File: src/apa_pkg.sv
// ----------------------------------------------------------------------------
// apa_pkg
// Shared types, constants and helpers of the address pool allocator.
// ----------------------------------------------------------------------------
package apa_pkg;

	// host bits the tree is built for
	localparam int HostBits = 8;
	localparam int IdxW     = HostBits + 1;
	localparam int TreeSize = 1 << IdxW;
	localparam int HW       = $clog2(HostBits + 1);
	localparam int FreeW    = (HostBits + 1 > 9) ? HostBits + 1 : 9;

	// command codes on the input port
	localparam logic [1:0] CMD_ALLOC = 2'd0;
	localparam logic [1:0] CMD_FREE  = 2'd1;
	localparam logic [1:0] CMD_INIT  = 2'd2;
	localparam logic [1:0] CMD_NOP   = 2'd3;

	// configuration register indexes
	localparam logic [1:0] CFG_NET    = 2'd0;
	localparam logic [1:0] CFG_PREFIX = 2'd1;

	typedef enum logic [1:0] {
		OP_ALLOC,
		OP_FREE,
		OP_INIT,
		OP_NOP
	} op_t;

	typedef enum logic [1:0] {
		RES_OK          = 2'd0,
		RES_EXHAUSTED   = 2'd1,
		RES_DOUBLE_FREE = 2'd2,
		RES_RESERVED    = 2'd3
	} res_t;

	// classified request between front and back
	typedef struct packed {
		op_t                 op;
		logic [HostBits-1:0] want;
	} item_t;

	// host bits in use for a prefix, saturated to the tree
	function automatic logic [HW-1:0] sat_bits(input logic [4:0] p);
		logic [5:0] d;
		d = 6'd32 - {1'b0, p};
		if (d < 6'd3) begin
			d = 6'd3;
		end else if (d > 6'(HostBits)) begin
			d = 6'(HostBits);
		end
		return HW'(d);
	endfunction

	// free host parts of a fresh pool
	function automatic logic [FreeW-1:0] pool_free(input logic [HW-1:0] h);
		return (FreeW'(1) << h) - FreeW'(3);
	endfunction

endpackage

File: src/apa_front.sv
// ----------------------------------------------------------------------------
// apa_front
// Accepts requests, classifies them and holds them in a two-entry queue.
// ----------------------------------------------------------------------------
module apa_front import apa_pkg::*; (
	input  logic                clk,
	input  logic                arst_n,
	input  logic                push,
	output logic                full,
	input  logic [1:0]          command,
	input  logic                has_request,
	input  logic [31:0]         address,
	output logic                q_valid,
	output item_t               q_item,
	input  logic                q_pop
);

	item_t      fifo_q [2];
	logic       wp_q, rp_q;
	logic [1:0] cnt_q;
	item_t      cls;
	logic       do_push, do_pop;

	// classify the request
	always_comb begin
		cls.want = address[HostBits-1:0];
		unique case (command)
			CMD_ALLOC: begin
				cls.op = OP_ALLOC;
				if (!has_request) cls.want = '0;
			end
			CMD_FREE: cls.op = OP_FREE;
			CMD_INIT: cls.op = OP_INIT;
			default:  cls.op = OP_NOP;
		endcase
	end

	assign full    = (cnt_q == 2'd2);
	assign q_valid = (cnt_q != 2'd0);
	assign q_item  = fifo_q[rp_q];
	assign do_push = push && !full;
	assign do_pop  = q_pop && q_valid;

	// queue storage
	always_ff @(posedge clk) begin
		if (do_push) fifo_q[wp_q] <= cls;
	end

	// queue pointers
	always_ff @(posedge clk or negedge arst_n) begin
		if (!arst_n) begin
			wp_q  <= 1'b0;
			rp_q  <= 1'b0;
			cnt_q <= 2'd0;
		end else begin
			if (do_push) wp_q <= ~wp_q;
			if (do_pop)  rp_q <= ~rp_q;
			cnt_q <= cnt_q + 2'(do_push) - 2'(do_pop);
		end
	end

endmodule

File: src/apa_back.sv
// ----------------------------------------------------------------------------
// apa_back
// Executes requests on the full-mark tree and holds the result register.
// ----------------------------------------------------------------------------
module apa_back import apa_pkg::*; (
	input  logic                clk,
	input  logic                arst_n,
	input  logic                q_valid,
	input  item_t               q_item,
	output logic                q_pop,
	input  logic                cfg_valid,
	input  logic [1:0]          cfg_index,
	input  logic [31:0]         cfg_data,
	output logic                empty,
	input  logic                pop,
	output logic [1:0]          status,
	output logic [31:0]         assigned_address,
	output logic [8:0]          free_count
);

	typedef enum logic [10:0] {
		S_IDLE   = 11'b00000000001,
		S_CLR    = 11'b00000000010,
		S_RSV    = 11'b00000000100,
		S_A_LEAF = 11'b00000001000,
		S_A_ROOT = 11'b00000010000,
		S_W_RD   = 11'b00000100000,
		S_W_DEC  = 11'b00001000000,
		S_M_RD   = 11'b00010000000,
		S_M_WR   = 11'b00100000000,
		S_F_LEAF = 11'b01000000000,
		S_C_WR   = 11'b10000000000
	} fsm_t;

	logic                full_mem [TreeSize];
	logic                rd_q;
	fsm_t                state_q;
	logic [IdxW-1:0]     node_q;
	logic                cur_q;
	logic [HW-1:0]       lvl_q;
	logic [HW-1:0]       h_q;
	logic [1:0]          rcnt_q;
	logic                init_cmd_q;
	logic [HostBits-1:0] host_q;
	logic [FreeW-1:0]    free_q;
	logic [31:0]         net_q;
	logic [4:0]          pfx_q;
	logic                out_valid_q;
	res_t                out_status_q;
	logic [31:0]         out_addr_q;

	logic                we, wdata;
	logic [IdxW-1:0]     waddr, raddr;
	logic [IdxW-1:0]     base, hm_i;
	logic [HostBits-1:0] hm, want_m;
	logic [IdxW-1:0]     child;
	logic                take;
	logic                rsv_hit;

	// pool geometry
	assign base    = IdxW'(1) << h_q;
	assign hm_i    = base - IdxW'(1);
	assign hm      = hm_i[HostBits-1:0];
	assign want_m  = q_item.want & hm;
	assign child   = {node_q[IdxW-2:0], rd_q};
	assign take    = (state_q == S_IDLE) && q_valid && !out_valid_q;
	assign q_pop   = take;
	assign rsv_hit = (want_m == '0) || (want_m == hm) || (want_m == hm - HostBits'(1));

	// memory port control
	always_comb begin
		we    = 1'b0;
		wdata = 1'b0;
		waddr = node_q;
		raddr = base | {1'b0, want_m};
		unique case (state_q)
			S_CLR: we = 1'b1;
			S_RSV: begin
				we    = 1'b1;
				wdata = 1'b1;
				unique case (rcnt_q)
					2'd0: waddr = base;
					2'd1: waddr = base | hm_i;
					2'd2: waddr = base | (hm_i - IdxW'(1));
					default: waddr = (base | hm_i) >> 1;
				endcase
			end
			S_A_LEAF: begin
				raddr = IdxW'(1);
				we    = !rd_q;
				wdata = 1'b1;
				waddr = base | {1'b0, host_q};
			end
			S_W_RD: raddr = node_q << 1;
			S_W_DEC: begin
				we    = (HW'(lvl_q + HW'(1)) == h_q);
				wdata = 1'b1;
				waddr = child;
			end
			S_M_RD: raddr = node_q ^ IdxW'(1);
			S_M_WR: begin
				we    = 1'b1;
				wdata = cur_q & rd_q;
				waddr = node_q >> 1;
			end
			S_C_WR: we = 1'b1;
			default: ;
		endcase
	end

	// full-mark memory
	always_ff @(posedge clk) begin
		if (we) full_mem[waddr] <= wdata;
		rd_q <= full_mem[raddr];
	end

	// result payload
	always_ff @(posedge clk) begin
		if (take && (q_item.op == OP_FREE) && rsv_hit) begin
			out_status_q <= RES_RESERVED;
			out_addr_q   <= '0;
		end else if (take && (q_item.op == OP_NOP)) begin
			out_status_q <= RES_OK;
			out_addr_q   <= '0;
		end else if (state_q == S_RSV) begin
			out_status_q <= RES_OK;
			out_addr_q   <= '0;
		end else if ((state_q == S_A_ROOT) && rd_q) begin
			out_status_q <= RES_EXHAUSTED;
			out_addr_q   <= '0;
		end else if ((state_q == S_F_LEAF) && !rd_q) begin
			out_status_q <= RES_DOUBLE_FREE;
			out_addr_q   <= '0;
		end else if (state_q == S_C_WR) begin
			out_status_q <= RES_OK;
			out_addr_q   <= '0;
		end else if ((state_q == S_M_RD) && (node_q == IdxW'(1))) begin
			out_status_q <= RES_OK;
			out_addr_q   <= (net_q & ~32'(hm_i)) | 32'(host_q);
		end
	end

	// sequencer
	always_ff @(posedge clk or negedge arst_n) begin
		if (!arst_n) begin
			state_q     <= S_CLR;
			node_q      <= '0;
			cur_q       <= 1'b0;
			lvl_q       <= '0;
			h_q         <= sat_bits(5'd24);
			rcnt_q      <= 2'd0;
			init_cmd_q  <= 1'b0;
			host_q      <= '0;
			free_q      <= '0;
			net_q       <= '0;
			pfx_q       <= 5'd24;
			out_valid_q <= 1'b0;
		end else begin
			// configuration writes
			if (cfg_valid) begin
				if (cfg_index == CFG_NET) net_q <= cfg_data;
				else if (cfg_index == CFG_PREFIX) pfx_q <= cfg_data[4:0];
			end
			if (pop && out_valid_q) out_valid_q <= 1'b0;
			unique case (state_q)
				S_IDLE: begin
					if (take) begin
						host_q <= want_m;
						unique case (q_item.op)
							OP_INIT: begin
								h_q        <= sat_bits(pfx_q);
								node_q     <= '0;
								init_cmd_q <= 1'b1;
								state_q    <= S_CLR;
							end
							OP_ALLOC: begin
								node_q  <= base | {1'b0, want_m};
								state_q <= S_A_LEAF;
							end
							OP_FREE: begin
								node_q <= base | {1'b0, want_m};
								if (rsv_hit) out_valid_q <= 1'b1;
								else state_q <= S_F_LEAF;
							end
							default: out_valid_q <= 1'b1;
						endcase
					end
				end
				S_CLR: begin
					node_q <= node_q + IdxW'(1);
					if (node_q == IdxW'(TreeSize - 1)) begin
						rcnt_q  <= 2'd0;
						state_q <= S_RSV;
					end
				end
				S_RSV: begin
					rcnt_q <= rcnt_q + 2'd1;
					if (rcnt_q == 2'd3) begin
						free_q  <= pool_free(h_q);
						if (init_cmd_q) out_valid_q <= 1'b1;
						init_cmd_q <= 1'b0;
						state_q <= S_IDLE;
					end
				end
				S_A_LEAF: begin
					if (!rd_q) begin
						node_q  <= base | {1'b0, host_q};
						cur_q   <= 1'b1;
						if (free_q != '0) free_q <= free_q - FreeW'(1);
						state_q <= S_M_RD;
					end else begin
						state_q <= S_A_ROOT;
					end
				end
				S_A_ROOT: begin
					if (rd_q) begin
						out_valid_q <= 1'b1;
						state_q     <= S_IDLE;
					end else begin
						node_q  <= IdxW'(1);
						lvl_q   <= '0;
						state_q <= S_W_RD;
					end
				end
				S_W_RD: state_q <= S_W_DEC;
				S_W_DEC: begin
					node_q <= child;
					lvl_q  <= lvl_q + HW'(1);
					if (HW'(lvl_q + HW'(1)) == h_q) begin
						host_q  <= child[HostBits-1:0] & hm;
						cur_q   <= 1'b1;
						if (free_q != '0) free_q <= free_q - FreeW'(1);
						state_q <= S_M_RD;
					end else begin
						state_q <= S_W_RD;
					end
				end
				S_M_RD: begin
					if (node_q == IdxW'(1)) begin
						out_valid_q <= 1'b1;
						state_q     <= S_IDLE;
					end else begin
						state_q <= S_M_WR;
					end
				end
				S_M_WR: begin
					node_q  <= node_q >> 1;
					cur_q   <= cur_q & rd_q;
					state_q <= S_M_RD;
				end
				S_F_LEAF: begin
					if (!rd_q) begin
						out_valid_q <= 1'b1;
						state_q     <= S_IDLE;
					end else begin
						state_q <= S_C_WR;
					end
				end
				S_C_WR: begin
					if (node_q == IdxW'(1)) begin
						free_q      <= free_q + FreeW'(1);
						out_valid_q <= 1'b1;
						state_q     <= S_IDLE;
					end else begin
						node_q <= node_q >> 1;
					end
				end
				default: state_q <= S_IDLE;
			endcase
		end
	end

	assign empty            = !out_valid_q;
	assign status           = out_status_q;
	assign assigned_address = out_addr_q;
	assign free_count       = free_q[8:0];

	// only a successful allocate carries an address
	a_addr_zero: assert property (@(posedge clk) disable iff (!arst_n)
		out_valid_q && (out_status_q != RES_OK) |-> out_addr_q == '0)
		else $error("address on a failed request");

	// the walk never goes below the active leaves
	a_walk_depth: assert property (@(posedge clk) disable iff (!arst_n)
		state_q == S_W_DEC |-> lvl_q < h_q)
		else $error("walk past leaf level");

	// free count never exceeds a fresh pool
	a_free_bound: assert property (@(posedge clk) disable iff (!arst_n)
		state_q == S_IDLE |-> free_q <= pool_free(h_q))
		else $error("free count beyond pool size");

	// no new request is taken while a result waits
	a_one_result: assert property (@(posedge clk) disable iff (!arst_n)
		out_valid_q |-> !q_pop)
		else $error("request taken over a waiting result");

endmodule

File: src/address_pool_allocator_unit.sv
// ----------------------------------------------------------------------------
// address_pool_allocator_unit
// Subnet host-address pool allocator over a binary tree of full marks.
// ----------------------------------------------------------------------------
// Requests are queued two deep and carried out one at a time on a 1-bit
// tree memory with one registered read and one write per cycle. A reserved
// free or the unused command is answered without a tree access; a double
// free is found at the leaf and an exhausted pool at the root. An allocate
// of a free requested address marks the leaf and runs the upward mark walk;
// an allocate that searches runs a downward walk then the mark walk; a free
// clears the marks from the leaf up to the root. Init and reset run a
// clearing pass over all 512 tree entries plus 4 reserve writes, during
// which no request is carried out, while requests can still be queued and
// configuration written.
module address_pool_allocator_unit import apa_pkg::*; (
	input  logic        clk,
	input  logic        arst_n,
	input  logic        push,
	output logic        full,
	input  logic [1:0]  command,
	input  logic        has_request,
	input  logic [31:0] address,
	output logic        empty,
	input  logic        pop,
	output logic [1:0]  status,
	output logic [31:0] assigned_address,
	output logic [8:0]  free_count,
	input  logic        cfg_valid,
	output logic        cfg_ready,
	input  logic [1:0]  cfg_index,
	input  logic [31:0] cfg_data
);

	logic  q_valid, q_pop;
	item_t q_item;

	assign cfg_ready = 1'b1;

	// front: accept and classify
	apa_front u_front (
		.clk(clk), .arst_n(arst_n), .push(push), .full(full),
		.command(command), .has_request(has_request), .address(address),
		.q_valid(q_valid), .q_item(q_item), .q_pop(q_pop)
	);

	// back: tree walks and result register
	apa_back u_back (
		.clk(clk), .arst_n(arst_n), .q_valid(q_valid), .q_item(q_item),
		.q_pop(q_pop), .cfg_valid(cfg_valid), .cfg_index(cfg_index),
		.cfg_data(cfg_data), .empty(empty), .pop(pop), .status(status),
		.assigned_address(assigned_address), .free_count(free_count)
	);

endmodule
File: config.mk
export PLATFORM = sky130hd
export DESIGN_NAME = address_pool_allocator_unit
export DESIGN_NICKNAME = d
export VERILOG_FILES = /design/src/apa_pkg.sv /design/src/apa_front.sv /design/src/apa_back.sv /design/src/address_pool_allocator_unit.sv
export SDC_FILE = /design/constraint.sdc
export NUM_CORES = 1
export LEC_CHECK = 0
export ABC_AREA = 1
export BUFFER_PORTS_ARGS = -buffer_cell sky130_fd_sc_hd__buf_2
export CORE_UTILIZATION = 55
export DETAILED_ROUTE_END_ITERATION = 8
export PLACE_DENSITY = 0.8
export SYNTH_ARGS = -nofsm -noshare
export SYNTH_HDL_FRONTEND = slang
export SYNTH_SLANG_ARGS = --single-unit
File: constraint.sdc
create_clock -name clk -period 36.6 [get_ports clk]
set_input_delay 1.83 -clock clk [delete_from_list [all_inputs] [get_ports clk]]
set_output_delay 1.83 -clock clk [all_outputs]
set_load 0.1 [all_outputs]
==> results.json <==
{
  "synth.distinct_cells": 68,
  "yosys.area.top_type_share": 0.4714,
  "outcome": "finished, final reports clean",
  "gp_congestion": 0.9389,
  "critPathBufInv": 6,
  "synth_most_common_cell": "nand2_1",
  "synth_nets": 3829,
  "nets": 3798,
  "synth_edf_count": 532,
  "n_antenna_cell": 0,
  "initial_core_util": 0.5594,
  "core_area_um2": 60580,
  "path_class": "reg -> reg",
  "cts_setup_buffers": 0,
  "syn_inst": 3718,
  "cts_buffers": 70,
  "io_buffer_count": 94,
  "cp_slowest_cell": "nand3_2",
  "wl_per_cell_um": 18.68,
  "timing.final.crit_share": 0.1510,
  "path_common_cell": "inv_1",
  "worst_pin_slew_ps": 1271,
  "crit_arrival_ps": 5850,
  "ios": 120,
  "power_leakage_nw": 14.80,
  "grt_pass1_vias": 24280,
  "ys.flop_type": "edfxtp_1",
  "drv_slew": 0,
  "maxCapViolations": 0,
  "hold_path.class": "reg -> reg",
  "area_growth_pct": 7.779,
  "drtIter0Drc": 2978,
  "clock_skew_ps": 20.41,
  "ant_nets": 0,
  "first_pass_iters": 8,
  "die_height_um": 250.2,
  "wl_mm": 84.46,
  "crit_family": "simple AND/OR/NAND/NOR gates",
  "grt_pass1_wl_mm": 130.8,
  "relSlewSlack": 0.1497,
  "avgSynthCellArea_um2": 9.115,
  "path_max_fanout": 33,
  "cts_buffer_depth": 3,
  "ys_top_cells_by_count": "819 x nand2_1, 532 x edfxtp_1, 506 x nor2_1",
  "path_clk_slew_ps": 60,
  "die_area_um2": 62610,
  "cts-root-buf": "clkbuf_16",
  "tritoncts": "yes",
  "ys_warn_count": 0,
  "antenna_found_initial": 0,
  "setup_viol": 0,
  "rsz0062_at_grt": "no",
  "cts_hold_buf": 0,
  "cellPowerDensity_nw_per_um2": 87.16,
  "max_stage_delay_ps": 730,
  "clkLatencyLatePin_ps": 620,
  "drcViolationCount": 0,
  "endpoint_kind": "flip-flop",
  "h-tree-depth": 3,
  "synthTopCellsByArea": "edfxtp_1 47%, nand2_1 9.1%, dfrtp_1 6.4%, nand3_1 6.2%, nor2_1 5.6%",
  "start_kind": "flip-flop",
  "die_w_um": 250.2,
  "synth.largest_area_cell": "edfxtp_1",
  "crit_required_ps": 36920,
  "drive_gt1_frac": 0.1297,
  "min_period_ps": 5527,
  "yosysSeqAreaShare": 0.5594,
  "routed_via_density": 5.708,
  "async_flop_share": 0.1383,
  "hold_ws_ps": 458.1,
  "hpwl_mm": 45.96,
  "cts_resized": 0,
  "rows": 90,
  "syn_area_um2": 33890,
  "crit_chain": "nor2_1, inv_2, nor2_1, inv_1, ha_1, inv_1, o21ai_0, inv_1, nand3_1, ha_1, inv_1, nand4_1, nand2_1, a31oi_1, o31ai_1, o221ai_1, nand2_1, nand2_1, o21ai_2, nand3_2, inv_2, nand2_2, nor2_1",
  "tns_ps": 0,
  "synth_seq_cells": 658,
  "final_hold_viol_count": 0,
  "overflow": 0,
  "fmax_mhz": 180.9,
  "grt_start_max_net_pins": 255,
  "ir_worst_vdd_v": 0.0001010,
  "detailroute.via_count": 25810,
  "cts.sinks": 658,
  "grt_usage": 0.2679
}
==> kinds of logic after synthesis <==
group           after synthesis  synth area share
mux                          40           0.01318
other cells                   1         0.0001107
fa+ha+maj                    37           0.01388
compound gates              272           0.04962
simple gates               2040            0.2733
flops                       658            0.5594
xor+xnor                     30          0.007753
buf+inv                     640           0.08274
==> worst min-delay path: stages (launching register included) <==
cell     delay [ps]
dfxtp_1         300
nand2_1          60
a21oi_1          50
==> through the flow <==
| stage | cell area (um^2) | power, mW | utilization | cells | worst slack [ps] |
|---|---|---|---|---|---|
| 3_5_place_dp | 34410 | 2.492 | 0.5679 | 4397 | 31190 |
| 3_3_place_gp | 34410 | 2.466 | 0.5679 | 4397 | 31190 |
| 5_1_grt | 36530 | 3.349 | 0.6029 | 4521 | 30590 |
| 2_1_floorplan | 33890 | 2.139 | - | 3718 | 19460 |
| 4_1_cts | 36530 | 3.155 | 0.6029 | 4521 | 31200 |
| 6_report | 36530 | 3.183 | 0.6029 | 4521 | 31070 |
==> layer usage <==
metal	routed length, um	share of wire	vias up	GRT usage
met5	0	0	-	0
met4	3097	0.037	0	0.1067
met3	8855	0.10	221	0.06131
met2	40170	0.48	1300	0.4429
met1	32340	0.38	12130	0.3413
li1	-	-	12160	-
==> worst paths after layout <==
kind	startpoint	to	slack, ps	cells after the start
min	u_back.assigned_address[14]	u_back.assigned_address[14]	460	2
min reg2reg	u_back.assigned_address[14]	u_back.assigned_address[14]	460	2
min in group asynchronous	arst_n	u_back.net_q[28]	1210	1
max in group asynchronous	arst_n	u_back.rcnt_q[1]	34310	2
max	u_back.h_q[2]	u_back.full_mem[120]	31070	23
max reg2reg	u_back.h_q[2]	u_back.full_mem[120]	31070	23
==> placed cells by master (no fill, tap or decap), types with 36 or more instances in the layout <==
master | synthesis | layout
mux2_2 | 37 | 37
inv_1 | 394 | 393
nand2_1 | 819 | 801
ha_1 | 36 | 36
clkbuf_16 | 0 | 71
nor2_1 | 506 | 505
a21oi_1 | 72 | 72
o21ai_0 | 81 | 81
dfrtp_1 | 87 | 87
nor3_1 | 71 | 71
o211ai_1 | 40 | 40
buf_2 | 133 | 93
edfxtp_1 | 532 | 532
nor2_2 | 84 | 84
nand3_1 | 423 | 423
==> where the power goes <==
part / internal (mW) / switching (mW)
Sequential: 0.893 / 0.0403
Clock: 0.371 / 0.294
Combinational: 0.415 / 1.17
Total: 1.68 / 1.50
==> state kept, by name (all words and copies together) (netlist names) <==
signal / cells
u_back.cur_q: 1
u_back.rcnt_q: 2
u_back.status: 2
u_back.full_mem: 512
u_back.lvl_q: 4
u_back.out_valid_q: 1
u_front.fifo_q: 20
u_back.net_q: 32
u_back.h_q: 4
u_back.pfx_q: 5
u_front.rp_q: 1
u_back.free_count: 9
u_back.node_q: 9
u_back.state_q: 11
u_back.init_cmd_q: 1
u_back.host_q: 8
u_back.assigned_address: 32
u_front.wp_q: 1
u_back.rd_q: 1
u_front.cnt_q: 2
==> final cells by class <==
cell class                      count  area, um^2
Fill cell                        4996       24060
Sequential cell                   658       18960
Timing Repair Buffer              118       665.6
Inverter                          419        1588
Multi-Input combinational cell   2420       12220
Clock buffer                       87        1861
Tap cell                          782       978.4
Clock inverter                     37       259.0
Power figures use the tool's default switching activity.
